--- config.mk ---
export PLATFORM = sky130hd
export DESIGN_NAME = top_k_climb_budget_tracker_top
export DESIGN_NICKNAME = d
export VERILOG_FILES = /design/src/sv/tkcb_pkg.sv /design/src/sv/tkcb_heap_ram.sv /design/src/sv/top_k_climb_budget_tracker_top.sv
export VERILOG_INCLUDE_DIRS = /design/src /design/src/sv
export SDC_FILE = /design/constraint.sdc
export NUM_CORES = 1
export LEC_CHECK = 0
export BUFFER_PORTS_ARGS = -buffer_cell sky130_fd_sc_hd__buf_2
export CORE_AREA = 3 3 263 265
export DETAILED_ROUTE_END_ITERATION = 16
export DIE_AREA = 0 0 266 268
export PLACE_DENSITY = 0.7
export SLEW_MARGIN = 20
export SYNTH_ARGS = -nofsm -noshare
export SYNTH_HDL_FRONTEND = slang
export SYNTH_SLANG_ARGS = --single-unit
--- constraint.sdc ---
create_clock -name clk -period 8.4 [get_ports clk]
set_input_delay 0.84 -clock clk [delete_from_list [all_inputs] [get_ports clk]]
set_output_delay 0.84 -clock clk [all_outputs]
set_load 0.005 [all_outputs]
--- src/sv/top_k_climb_budget_tracker_top_macros.svh ---
// Assertion shorthands for the files that assert.
// Each macro expects clk and arst_n in the scope of its use.
`ifndef TOP_K_CLIMB_BUDGET_TRACKER_TOP_MACROS_SVH
`define TOP_K_CLIMB_BUDGET_TRACKER_TOP_MACROS_SVH

// Same-cycle implication.
`define TKCB_ASSERT_IMPL(lbl, ante, cons, msg) \
	lbl: assert property (@(posedge clk) disable iff (!arst_n) (ante) |-> (cons)) \
		else $error(msg);

// Next-cycle implication.
`define TKCB_ASSERT_NEXT(lbl, ante, cons, msg) \
	lbl: assert property (@(posedge clk) disable iff (!arst_n) (ante) |=> (cons)) \
		else $error(msg);

`endif

--- src/sv/tkcb_pkg.sv ---
`timescale 1ns / 1ps
`default_nettype none
package tkcb_pkg;

	// fixed field widths
	localparam int IDX_W      = 32;
	localparam int SUM_W      = 32;
	localparam int LADDER_W   = 5;
	localparam int CFG_IDX_W  = 1;
	localparam int CFG_DATA_W = 32;

	// configuration register indexes
	localparam logic [CFG_IDX_W-1:0] REG_BRICK_BUDGET = 1'd0;
	localparam logic [CFG_IDX_W-1:0] REG_LADDER_COUNT = 1'd1;

endpackage
`default_nettype wire

--- src/sv/tkcb_heap_ram.sv ---
`timescale 1ns / 1ps
`default_nettype none
module tkcb_heap_ram #(
	parameter int DEPTH  = 16,
	parameter int WIDTH  = 24,
	parameter int ADDR_W = (DEPTH > 1) ? $clog2(DEPTH) : 1
) (
	input  wire logic              clk,
	input  wire logic              we,
	input  wire logic [ADDR_W-1:0] waddr,
	input  wire logic [WIDTH-1:0]  wdata,
	input  wire logic [ADDR_W-1:0] raddr_a,
	input  wire logic [ADDR_W-1:0] raddr_b,
	output logic      [WIDTH-1:0]  rdata_a,
	output logic      [WIDTH-1:0]  rdata_b
);

	logic [WIDTH-1:0] mem [DEPTH];

	// one write port, two registered read ports
	always_ff @(posedge clk) begin
		if (we) begin
			mem[waddr] <= wdata;
		end
		rdata_a <= mem[raddr_a];
		rdata_b <= mem[raddr_b];
	end

endmodule
`default_nettype wire

--- src/sv/top_k_climb_budget_tracker_top.sv ---
// Path, acceptance to out_valid: IDLE, CALC, DONE for a start or stopped word; IDLE, CALC,
//   DECIDE, DONE for bricks with the heap untouched; a push or a replace adds a sift walk.
// Words: a new word is taken only back in IDLE, after the last result is loaded; DONE waits
//   while out_valid is held and out_ready is low; the sift walk runs one RD/CMP pair a heap level.
// Reset: arst_n clears registers, fill count, sum, index, stop flag and out_valid at once;
//   heap memory is not cleared, only entries below the fill count are ever used.
`timescale 1ns / 1ps
`default_nettype none
`include "top_k_climb_budget_tracker_top_macros.svh"
module top_k_climb_budget_tracker_top #(
	parameter int HEAP_DEPTH  = 16,
	parameter int HEIGHT_BITS = 24
) (
	input  wire logic                              clk,
	input  wire logic                              arst_n,
	// configuration
	input  wire logic                              cfg_we,
	input  wire logic [tkcb_pkg::CFG_IDX_W-1:0]    cfg_index,
	input  wire logic [tkcb_pkg::CFG_DATA_W-1:0]   cfg_data,
	// input words
	input  wire logic                              in_valid,
	output logic                                   in_ready,
	input  wire logic [HEIGHT_BITS-1:0]            height,
	input  wire logic                              first,
	// result words
	output logic                                   out_valid,
	input  wire logic                              out_ready,
	output logic                                   reachable,
	output logic      [tkcb_pkg::IDX_W-1:0]        furthest_index,
	output logic      [tkcb_pkg::SUM_W-1:0]        bricks_used
);

	import tkcb_pkg::*;

	// heap address, fill count and child index widths
	localparam int AW = (HEAP_DEPTH > 1) ? $clog2(HEAP_DEPTH) : 1;
	localparam int CW = $clog2(HEAP_DEPTH + 1);
	localparam int LW = $clog2(2 * HEAP_DEPTH + 1);

	// Sequencer:
	//   IDLE   - take a word
	//   CALC   - start-of-sequence clear, stopped pass, or form the rise
	//   DECIDE - push when below the ladder limit, else pay bricks and
	//            maybe replace the heap minimum
	//   UP_*   - sift-up of a pushed rise, one level per RD/CMP pair
	//   DN_*   - sift-down of a replacing rise, one level per RD/CMP pair
	//   DONE   - load the output register once it is free
	// The moving rise is never stored until its final slot is known: each
	// level moves one neighbor into the hole and the rise lands last.
	typedef enum logic [2:0] {
		ST_IDLE,
		ST_CALC,
		ST_DECIDE,
		ST_UP_RD,
		ST_UP_CMP,
		ST_DN_RD,
		ST_DN_CMP,
		ST_DONE
	} state_t;

	state_t                   state_q;

	// configuration registers
	logic [31:0]              budget_q;
	logic [LADDER_W-1:0]      ladder_q;

	// accepted word and sequence state
	logic [HEIGHT_BITS-1:0]   h_q;
	logic                     first_q;
	logic [HEIGHT_BITS-1:0]   rise_q;
	logic [HEIGHT_BITS-1:0]   prev_q;
	logic [CW-1:0]            fill_q;
	logic [SUM_W-1:0]         sum_q;
	logic [IDX_W-1:0]         idx_q;
	logic                     stopped_q;
	logic [AW-1:0]            pos_q;

	// heap memory ports
	logic                     ram_we;
	logic [AW-1:0]            ram_waddr;
	logic [HEIGHT_BITS-1:0]   ram_wdata;
	logic [AW-1:0]            ram_raddr_a;
	logic [AW-1:0]            ram_raddr_b;
	logic [HEIGHT_BITS-1:0]   ram_rdata_a;
	logic [HEIGHT_BITS-1:0]   ram_rdata_b;

	// shared datapath
	logic [CW-1:0]            limit;
	logic [IDX_W-1:0]         idx_next;
	logic                     top_lt;
	logic [HEIGHT_BITS-1:0]   pay;
	logic [SUM_W:0]           wide_sum;
	logic [SUM_W-1:0]         sat_sum;
	logic                     exceed;
	logic [LW-1:0]            left_idx;
	logic [LW-1:0]            right_idx;
	logic                     left_take;
	logic                     right_take;
	logic [HEIGHT_BITS-1:0]   min_val;
	logic [AW-1:0]            parent_idx;

	tkcb_heap_ram #(
		.DEPTH  (HEAP_DEPTH),
		.WIDTH  (HEIGHT_BITS),
		.ADDR_W (AW)
	) u_heap_ram (
		.clk     (clk),
		.we      (ram_we),
		.waddr   (ram_waddr),
		.wdata   (ram_wdata),
		.raddr_a (ram_raddr_a),
		.raddr_b (ram_raddr_b),
		.rdata_a (ram_rdata_a),
		.rdata_b (ram_rdata_b)
	);

	assign in_ready = (state_q == ST_IDLE);

	// Clamp the ladder count to the heap depth.
	always_comb begin
		if (32'(ladder_q) > 32'(HEAP_DEPTH)) begin
			limit = CW'(HEAP_DEPTH);
		end else begin
			limit = CW'(ladder_q);
		end
	end

	assign idx_next = (idx_q == '1) ? idx_q : idx_q + 1'b1;

	// Port A rests on the root, so in DECIDE it shows the heap minimum.
	assign top_lt   = (fill_q != '0) && (ram_rdata_a < rise_q);
	assign pay      = top_lt ? ram_rdata_a : rise_q;
	assign wide_sum = {1'b0, sum_q} + (SUM_W + 1)'(pay);
	assign sat_sum  = wide_sum[SUM_W] ? '1 : wide_sum[SUM_W-1:0];
	// exact sum against the budget, so saturation cannot hide an overrun
	assign exceed   = wide_sum > {1'b0, budget_q};

	// children of the hole for sift-down, parent for sift-up
	assign left_idx   = (LW'(pos_q) << 1) + LW'(1);
	assign right_idx  = left_idx + LW'(1);
	assign left_take  = (left_idx < LW'(fill_q)) && (ram_rdata_a < rise_q);
	assign min_val    = left_take ? ram_rdata_a : rise_q;
	assign right_take = (right_idx < LW'(fill_q)) && (ram_rdata_b < min_val);
	assign parent_idx = (pos_q - 1'b1) >> 1;

	// heap memory control
	always_comb begin
		ram_we      = 1'b0;
		ram_waddr   = pos_q;
		ram_wdata   = rise_q;
		ram_raddr_a = '0;
		ram_raddr_b = '0;
		case (state_q)
			ST_UP_RD: begin
				if (pos_q == '0) begin
					ram_we = 1'b1;
				end else begin
					ram_raddr_a = parent_idx;
				end
			end
			ST_UP_CMP: begin
				// move a larger parent down into the hole, else drop the rise there
				ram_we = 1'b1;
				if (ram_rdata_a > rise_q) begin
					ram_wdata = ram_rdata_a;
				end
			end
			ST_DN_RD: begin
				ram_raddr_a = left_idx[AW-1:0];
				ram_raddr_b = right_idx[AW-1:0];
			end
			ST_DN_CMP: begin
				// move the smaller child up into the hole, else drop the rise there
				ram_we = 1'b1;
				if (right_take) begin
					ram_wdata = ram_rdata_b;
				end else if (left_take) begin
					ram_wdata = ram_rdata_a;
				end
			end
			default: begin
			end
		endcase
	end

	// configuration writes
	always_ff @(posedge clk or negedge arst_n) begin
		if (!arst_n) begin
			budget_q <= '0;
			ladder_q <= '0;
		end else if (cfg_we) begin
			case (cfg_index)
				REG_BRICK_BUDGET: budget_q <= cfg_data[31:0];
				REG_LADDER_COUNT: ladder_q <= cfg_data[LADDER_W-1:0];
				default: begin
				end
			endcase
		end
	end

	// sequencer, sequence state and output register
	always_ff @(posedge clk or negedge arst_n) begin
		if (!arst_n) begin
			state_q        <= ST_IDLE;
			h_q            <= '0;
			first_q        <= 1'b0;
			rise_q         <= '0;
			prev_q         <= '0;
			fill_q         <= '0;
			sum_q          <= '0;
			idx_q          <= '0;
			stopped_q      <= 1'b0;
			pos_q          <= '0;
			out_valid      <= 1'b0;
			reachable      <= 1'b0;
			furthest_index <= '0;
			bricks_used    <= '0;
		end else begin
			// drop a taken result; DONE reloads the register itself
			if (out_valid && out_ready && (state_q != ST_DONE)) begin
				out_valid <= 1'b0;
			end
			case (state_q)
				ST_IDLE: begin
					if (in_valid) begin
						h_q     <= height;
						first_q <= first;
						state_q <= ST_CALC;
					end
				end
				ST_CALC: begin
					if (first_q) begin
						// new sequence: clear everything, this building is index 0
						fill_q    <= '0;
						sum_q     <= '0;
						idx_q     <= '0;
						stopped_q <= 1'b0;
						prev_q    <= h_q;
						state_q   <= ST_DONE;
					end else if (stopped_q) begin
						state_q <= ST_DONE;
					end else begin
						rise_q  <= (h_q > prev_q) ? h_q - prev_q : '0;
						prev_q  <= h_q;
						state_q <= ST_DECIDE;
					end
				end
				ST_DECIDE: begin
					if (fill_q < limit) begin
						// ladder still free: push the rise at the end
						pos_q   <= fill_q[AW-1:0];
						fill_q  <= fill_q + 1'b1;
						idx_q   <= idx_next;
						state_q <= ST_UP_RD;
					end else begin
						sum_q <= sat_sum;
						if (exceed) begin
							stopped_q <= 1'b1;
						end else begin
							idx_q <= idx_next;
						end
						if (top_lt) begin
							pos_q   <= '0;
							state_q <= ST_DN_RD;
						end else begin
							state_q <= ST_DONE;
						end
					end
				end
				ST_UP_RD: begin
					if (pos_q == '0) begin
						state_q <= ST_DONE;
					end else begin
						state_q <= ST_UP_CMP;
					end
				end
				ST_UP_CMP: begin
					if (ram_rdata_a > rise_q) begin
						pos_q   <= parent_idx;
						state_q <= ST_UP_RD;
					end else begin
						state_q <= ST_DONE;
					end
				end
				ST_DN_RD: begin
					state_q <= ST_DN_CMP;
				end
				ST_DN_CMP: begin
					if (right_take) begin
						pos_q   <= right_idx[AW-1:0];
						state_q <= ST_DN_RD;
					end else if (left_take) begin
						pos_q   <= left_idx[AW-1:0];
						state_q <= ST_DN_RD;
					end else begin
						state_q <= ST_DONE;
					end
				end
				ST_DONE: begin
					// hold until the output register is free
					if (!out_valid || out_ready) begin
						out_valid      <= 1'b1;
						reachable      <= !stopped_q;
						furthest_index <= idx_q;
						bricks_used    <= sum_q;
						state_q        <= ST_IDLE;
					end
				end
				default: begin
					state_q <= ST_IDLE;
				end
			endcase
		end
	end

	// fill count never passes the heap depth
	`TKCB_ASSERT_IMPL(a_fill_bound, 1'b1, fill_q <= CW'(HEAP_DEPTH), "heap fill beyond depth")

	// a stopped sequence leaves its sum and index alone and goes straight to DONE
	`TKCB_ASSERT_NEXT(a_stopped_frozen, (state_q == ST_CALC) && !first_q && stopped_q, $stable(sum_q) && $stable(idx_q) && (state_q == ST_DONE), "stopped word changed state")

	// paying bricks never lowers the sum
	`TKCB_ASSERT_NEXT(a_sum_monotonic, state_q == ST_DECIDE, sum_q >= $past(sum_q), "brick sum decreased")

endmodule
`default_nettype wire
==> flow_summary.json, run 1 <==
{
  "top_level_ports": 130,
  "synth-seq-cells": 685,
  "static-leakage-power_nw": 15.5,
  "synth_top_flop_cell": "sky130_fd_sc_hd__edfxtp_1",
  "gp_congestion": 0.923,
  "timing.critical_path.slowest_cell_delay_ns": 0.69,
  "port_bufs": 129,
  "nFillCells": 5553,
  "endpoint_kind": "register",
  "report.final.slew_viol_count": 0,
  "post_cts.resized_instances": 0,
  "grt_remaining_overflow": 0,
  "timing.final.crit_period_ns": 7.86,
  "vias_in_the_first_global_route": 23967,
  "max_cap_viol_count": 0,
  "standard_cell_rows": 95,
  "largest_area_contributor_in_the_netlist": "sky130_fd_sc_hd__edfxtp_1",
  "dieHeight_um": 268,
  "tritoncts.num_buffers": 74,
  "gr-usage-all-layers_pct": 25.7,
  "hold_buffers": 0,
  "initial_core_util_pct": 49.8,
  "synth.yosys.warnings": 0,
  "netlist_instances": 3037,
  "remaining_drc_errors": 0,
  "reg2regPathDepth": 29,
  "grt_start_max_net_pins": 145,
  "vdd_drop_max_mv": 0.285,
  "clock_latency_of_the_later_clocked_register_in_the_worst_skew_pair_ns": 0.63,
  "crit_path_start_kind": "register",
  "htree_num_levels": 3,
  "r2r-start": "rise_q[1]",
  "finish.cell_count_without_fillers": 4071,
  "regToRegEndpoint": "idx_q[19]",
  "worst-endpoint-arrival_ns": 8.40,
  "worst_clock_skew_ns": 0.0272,
  "cp_slowest_cell": "sky130_fd_sc_hd__or4_4",
  "synth_seq_area_share_pct": 56.3,
  "timing.reg2reg.setup_slack_ns": 0.54,
  "final-setup-viol-count": 0,
  "drt-wirelength-per-cell_um": 22.7,
  "fin_tns_setup_ns": 0,
  "drtPass1Iterations": 8,
  "grt_setup_unrepaired": "false",
  "placedCellCount": 3936,
  "worst-endpoint-required_ns": 8.94,
  "max_freq_mhz": 127,
  "diode_count": 0,
  "crit_fanout": 45,
  "hp-class": "input port to asynchronous set/reset pin",
  "cts_setup_buffers": 0,
  "share_of_final_layout_standard_cells_stronger_than_drive_strength_1_pct": 15.6,
  "die_area_um2": 71300,
  "clk_pin_slew_worst_paths_ns": 0.07,
  "worst-slew-pin-transition_ns": 1.01,
  "synth_area_per_cell_um2": 11.0,
  "chipWidth_um": 266,
  "tritoncts": "yes",
  "area_growth_from_synthesis_to_layout_pct": 12.9,
  "grt_pass1_wl_mm": 141,
  "timing.final.crit_share_pct": 93.5,
  "antenna_found_initial": 2,
  "nets_finish": 3352,
  "viasPerCell": 6.00,
  "status": "finished, final reports clean",
  "net_count_after_synthesis": 3249,
  "cts-root-buf": "sky130_fd_sc_hd__clkbuf_16",
  "post_synth_instance_area_um2": 33400,
  "final_antenna_net_count": 0,
  "critical-path-top-cell-by-count": "sky130_fd_sc_hd__ha_1",
  "synthArstFlopShare_pct": 36.9,
  "number_of_library_cell_types_mapped_by_synthesis": 75,
  "post-dp-hpwl_mm": 58.1,
  "hold_viol_final": 0,
  "dr_total_vias": 24433,
  "timing_worst_setup_path_type": "register to register",
  "drtIter0Drc": 1978,
  "cell_types_with_the_largest_area_share_after_synthesis": "sky130_fd_sc_hd__edfxtp_1 (35%), sky130_fd_sc_hd__dfrtp_1 (19%), sky130_fd_sc_hd__ha_1 (5.5%)",
  "power-per-cell-area_nw_per_um2": 431,
  "design_power_total_mw": 16.3,
  "clock_path_buffers": 3,
  "number_of_enable_flip_flop_cells_after_synthesis": 384,
  "synth.top_cell.area_share_pct": 34.5,
  "slew_headroom_pct": 32.5,
  "timing.hold.ws_ns": 0.282,
  "numClockSinks": 685,
  "core_area_um2": 67000,
  "wl_mm": 92.5
}
==> cell type report <==
type	count	area, um2	share of cell area (%)
inverter	108	405	1.07
timing repair buffer	201	1260	3.34
tap	873	1090	2.90
sequential	685	18800	49.9
clock inverter	38	424	1.12
clock buffer	96	2040	5.40
multi-input combinational	2070	13700	36.3
==> metrics by stage <==
stage | util (%) | cell area, um2 | setup WS, ns
floorplan | - | 33400 | 1.31
global placement | 52.6 | 35200 | 0.904
detailed placement | 52.6 | 35200 | 0.658
CTS | 56.2 | 37700 | 0.636
global route | 56.3 | 37700 | 0.0661
finish | 56.3 | 37700 | 0.544
==> critical path: cells and delay by family, from the launching register on <==
kind                       cells  cell delay [ns]
DFF                            1             0.39
adders and majority gates      3             0.91
AOI/OAI and AO/OA             13             3.43
buffers and inverters          2             0.52
and+or+nand+nor               10             2.28
xor gates and xnor gates       1             0.17
==> registers in the layout (all words and copies together) (netlist names), 32 cells and up <==
register	count
furthest_index	32
u_heap_ram.mem	384
bricks_used	32
idx_q	32
sum_q	32
budget_q	32
==> metal layers <==
layer	wire length, um	GRT usage (%)
met3	5700	3.93
met1	38200	33.1
met5	13	0
met2	44400	43.1
met4	4230	11.8
==> report_power, final <==
group | total (mW) | leakage [nW] | internal (mW) | switching (mW)
clock | 3.28 | 1.20 | 1.89 | 1.39
sequential | 5.16 | 7.25 | 4.64 | 0.516
combinational | 7.83 | 7.00 | 2.78 | 5.05
total | 16.3 | 15.5 | 9.32 | 6.96
==> how the worst max path moves through the flow <==
stage / slack, ns / end / startpoint / depth (start not counted)
floorplan: 1.31 / idx_q[19] / rise_q[1] / 32
global placement: 0.90 / idx_q[19] / rise_q[1] / 27
detailed placement: 0.66 / idx_q[19] / rise_q[1] / 28
CTS: 0.64 / idx_q[19] / rise_q[1] / 28
global route: 0.07 / idx_q[19] / rise_q[11] / 28
finish: 0.54 / idx_q[19] / rise_q[1] / 29
==> cells by family after synthesis <==
logic type,after synthesis,synth area share [%]
buffers and inverters,282,3.22
flip-flops,685,56.3
XOR/XNOR,57,1.49
AO/OA/AOI/OAI,663,13.2
AND/OR/NAND/NOR,1002,13.6
adder cells (fa/ha/maj),149,5.63
multiplexers,199,6.46
==> cell usage after synthesis (22+ instances only) <==
cell	count
sky130_fd_sc_hd__a211oi_1	57
sky130_fd_sc_hd__a21o_1	49
sky130_fd_sc_hd__a21oi_1	110
sky130_fd_sc_hd__a22o_1	22
sky130_fd_sc_hd__a22oi_1	27
sky130_fd_sc_hd__a311oi_1	31
sky130_fd_sc_hd__a31oi_1	33
sky130_fd_sc_hd__and2_1	60
sky130_fd_sc_hd__clkbuf_1	158
sky130_fd_sc_hd__dfrtp_1	253
sky130_fd_sc_hd__dfxtp_1	48
sky130_fd_sc_hd__edfxtp_1	384
sky130_fd_sc_hd__ha_1	147
sky130_fd_sc_hd__inv_1	107
sky130_fd_sc_hd__mux2_2	134
sky130_fd_sc_hd__mux2i_1	65
sky130_fd_sc_hd__nand2_1	404
sky130_fd_sc_hd__nand3_1	214
sky130_fd_sc_hd__nand4_1	35
sky130_fd_sc_hd__nor2_1	182
sky130_fd_sc_hd__o211ai_1	34
sky130_fd_sc_hd__o21ai_0	170
sky130_fd_sc_hd__o31ai_1	31
sky130_fd_sc_hd__xnor2_1	36
==> cell usage in the layout (no fill, tap or decap), types with 15 or more instances in the layout <==
master	instances
sky130_fd_sc_hd__o211ai_1	34
sky130_fd_sc_hd__a22oi_1	25
sky130_fd_sc_hd__nand2_1	403
sky130_fd_sc_hd__a21o_1	49
sky130_fd_sc_hd__mux2_2	134
sky130_fd_sc_hd__or3_1	16
sky130_fd_sc_hd__o21ai_0	169
sky130_fd_sc_hd__a311oi_1	30
sky130_fd_sc_hd__inv_1	107
sky130_fd_sc_hd__edfxtp_1	384
sky130_fd_sc_hd__xnor2_1	36
sky130_fd_sc_hd__o31ai_1	31
sky130_fd_sc_hd__a31oi_1	33
sky130_fd_sc_hd__nand4_1	35
sky130_fd_sc_hd__nand3_1	212
sky130_fd_sc_hd__dfxtp_1	48
sky130_fd_sc_hd__a22o_1	22
sky130_fd_sc_hd__ha_1	147
sky130_fd_sc_hd__mux2i_1	65
sky130_fd_sc_hd__xor2_1	21
sky130_fd_sc_hd__o21a_1	16
sky130_fd_sc_hd__a2bb2oi_1	17
sky130_fd_sc_hd__dfrtp_1	251
sky130_fd_sc_hd__buf_4	67
sky130_fd_sc_hd__and3_1	16
sky130_fd_sc_hd__nor2_1	168
sky130_fd_sc_hd__a211oi_1	57
sky130_fd_sc_hd__and2_1	58
sky130_fd_sc_hd__nand2b_1	15
sky130_fd_sc_hd__nor3_1	16
sky130_fd_sc_hd__buf_2	128
sky130_fd_sc_hd__a21oi_1	110
sky130_fd_sc_hd__clkbuf_16	75
No activity file was read; power rests on OpenSTA's default activity.
==> run 2: changes to the inputs <==
- CTS_CLUSTER_DIAMETER: unset -> 80
- PLACE_DENSITY: 0.7 -> 0.66
==> flow_summary.json, run 2 (same netlist as run 1, synthesis figures left out) <==
{
  "grt_remaining_overflow": 0,
  "gp_congestion": 0.951,
  "port_bufs": 129,
  "worst-endpoint-required_ns": 8.94,
  "tritoncts": "yes",
  "cp_slowest_cell": "sky130_fd_sc_hd__or4_4",
  "dr_total_vias": 24577,
  "timing.final.crit_share_pct": 92.6,
  "hold_viol_final": 0,
  "area_growth_from_synthesis_to_layout_pct": 13.2,
  "drt-wirelength-per-cell_um": 22.9,
  "htree_num_levels": 3,
  "clock_latency_of_the_later_clocked_register_in_the_worst_skew_pair_ns": 0.63,
  "grtUsageMet2_pct": 42.6,
  "globalRoute.busiestLayer": "met2",
  "nFillCells": 5613,
  "met1_usage_pct": 34.0,
  "grt_setup_unrepaired": "false",
  "finish.utilization_pct": 56.4,
  "crit_path_start_kind": "register",
  "layout.cells.most_common": "sky130_fd_sc_hd__nand2_1",
  "core_area_um2": 67000,
  "drtIter0Drc": 2204,
  "antenna_found_initial": 0,
  "top_level_ports": 130,
  "final-setup-viol-count": 0,
  "cts-root-buf": "sky130_fd_sc_hd__clkbuf_16",
  "r2r-start": "rise_q[17]",
  "crit_fanout": 29,
  "share_of_final_layout_standard_cells_stronger_than_drive_strength_1_pct": 15.9,
  "reg2regPathDepth": 30,
  "die_area_um2": 71300,
  "standard_cell_rows": 95,
  "remaining_drc_errors": 0,
  "flip_flop_count_of_the_largest_register_after_layout": 384,
  "max_freq_mhz": 129,
  "chipWidth_um": 266,
  "power-per-cell-area_nw_per_um2": 432,
  "wl_mm": 93.3,
  "static-leakage-power_nw": 15.5,
  "stdcell_area_um2": 37800,
  "worst-endpoint-arrival_ns": 8.31,
  "timing.critical_path.slowest_cell_delay_ns": 0.70,
  "hold_buffers": 0,
  "nets_finish": 3359,
  "endpoint_kind": "register",
  "clock_path_buffers": 3,
  "final_antenna_net_count": 0,
  "max_cap_viol_count": 0,
  "postPlaceCellArea_um2": 35300,
  "globalRouteMet3Util_pct": 3.75,
  "worst-slew-pin-transition_ns": 1.15,
  "timing.critical_path.from": "rise_q[17]",
  "diode_count": 0,
  "most_used_cells_in_the_layout_excluding_fill_and_tap_cells": "sky130_fd_sc_hd__nand2_1 (403), sky130_fd_sc_hd__edfxtp_1 (384), sky130_fd_sc_hd__dfrtp_1 (251)",
  "numClockSinks": 685,
  "dieHeight_um": 268,
  "design_power_total_mw": 16.3,
  "hp-class": "input port to asynchronous set/reset pin",
  "grt_start_max_net_pins": 160,
  "tritoncts.num_buffers": 77,
  "register_ranked_first_by_flip_flop_count": "u_heap_ram.mem",
  "drtPass1Iterations": 5,
  "area_taken_by_multi_input_logic_gates_um2": 13700,
  "fin_tns_setup_ns": 0,
  "timing.final.crit_period_ns": 7.78,
  "slew_headroom_pct": 23.5,
  "grt_pass1_wl_mm": 142,
  "clk_pin_slew_worst_paths_ns": 0.06,
  "post-dp-hpwl_mm": 59.3,
  "initial_core_util_pct": 49.8,
  "regArea_um2": 18800,
  "status": "finished, final reports clean",
  "worst_clock_skew_ns": 0.0391,
  "vdd_drop_max_mv": 0.439,
  "timing_worst_setup_path_type": "register to register",
  "vias_in_the_first_global_route": 23988,
  "viasPerCell": 6.02,
  "report.final.slew_viol_count": 0,
  "gr-usage-all-layers_pct": 25.8
}
run 2: changes by cell type in the layout (fill, tap and decap cells not counted), sizes merged:
cell,previous run,this run
clkbuf,96,105
clkinv,24,25
bufinv,5,4
inv,115,113
buf,201,205
run 2: through the flow:
stage / cells / hold slack (ns) / worst slack, ns
finish: 4082 / 0.262 / 0.625
floorplan: 3037 / 0.454 / 1.31
CTS: 4080 / 0.286 / 0.599
detailed placement: 3939 / 0.484 / 0.644
global placement: 3939 / 0.468 / 0.724
global route: 4082 / 0.309 / 0.0359
run 2: worst max-delay path: cells and delay by family, from the launching register on:
kind | cells | cell delay, ns
AOI/OAI and AO/OA | 11 | 2.78
and+or+nand+nor | 12 | 2.72
adders and majority gates | 4 | 1.23
muxes | 1 | 0.41
DFF | 1 | 0.39
xor gates and xnor gates | 1 | 0.08
buffers and inverters | 1 | 0.07
run 2: layout make-up:
class | instances | share of cell area [%]
tap | 873 | 2.89
timing repair buffer | 205 | 3.38
inverter | 108 | 1.07
sequential | 685 | 49.8
clock inverter | 36 | 0.877
clock buffer | 105 | 5.79
multi-input combinational | 2070 | 36.2
run 2: per-layer routing:
| layer | wire length [um] | vias up |
|---|---|---|
| met3 | 5900 | 223 |
| met1 | 39300 | 12098 |
| met4 | 4240 | 0 |
| met5 | 0 | - |
| met2 | 43900 | 922 |
| li1 | - | 11334 |
run 2: what timing repair did:
item                       CTS  global route
buffers inserted             0             1
resized for setup            0             0
setup endpoints to repair    0             6
run 2: path summary, 6_finish.rpt:
check                               end  slack (ns)
setup / recovery              idx_q[19]        0.62
hold / removal             budget_q[28]        0.26
setup reg to reg              idx_q[19]        0.62
hold reg to reg               prev_q[0]        0.49
max in group asynchronous    prev_q[16]        6.74
min in group clk                 h_q[0]        0.43
run 2: power by group:
group	total (mW)	internal (mW)	switching, mW	leakage [nW]
logic	7.83	2.78	5.05	7.02
registers	5.17	4.64	0.524	7.25
clock network	3.35	1.96	1.38	1.24
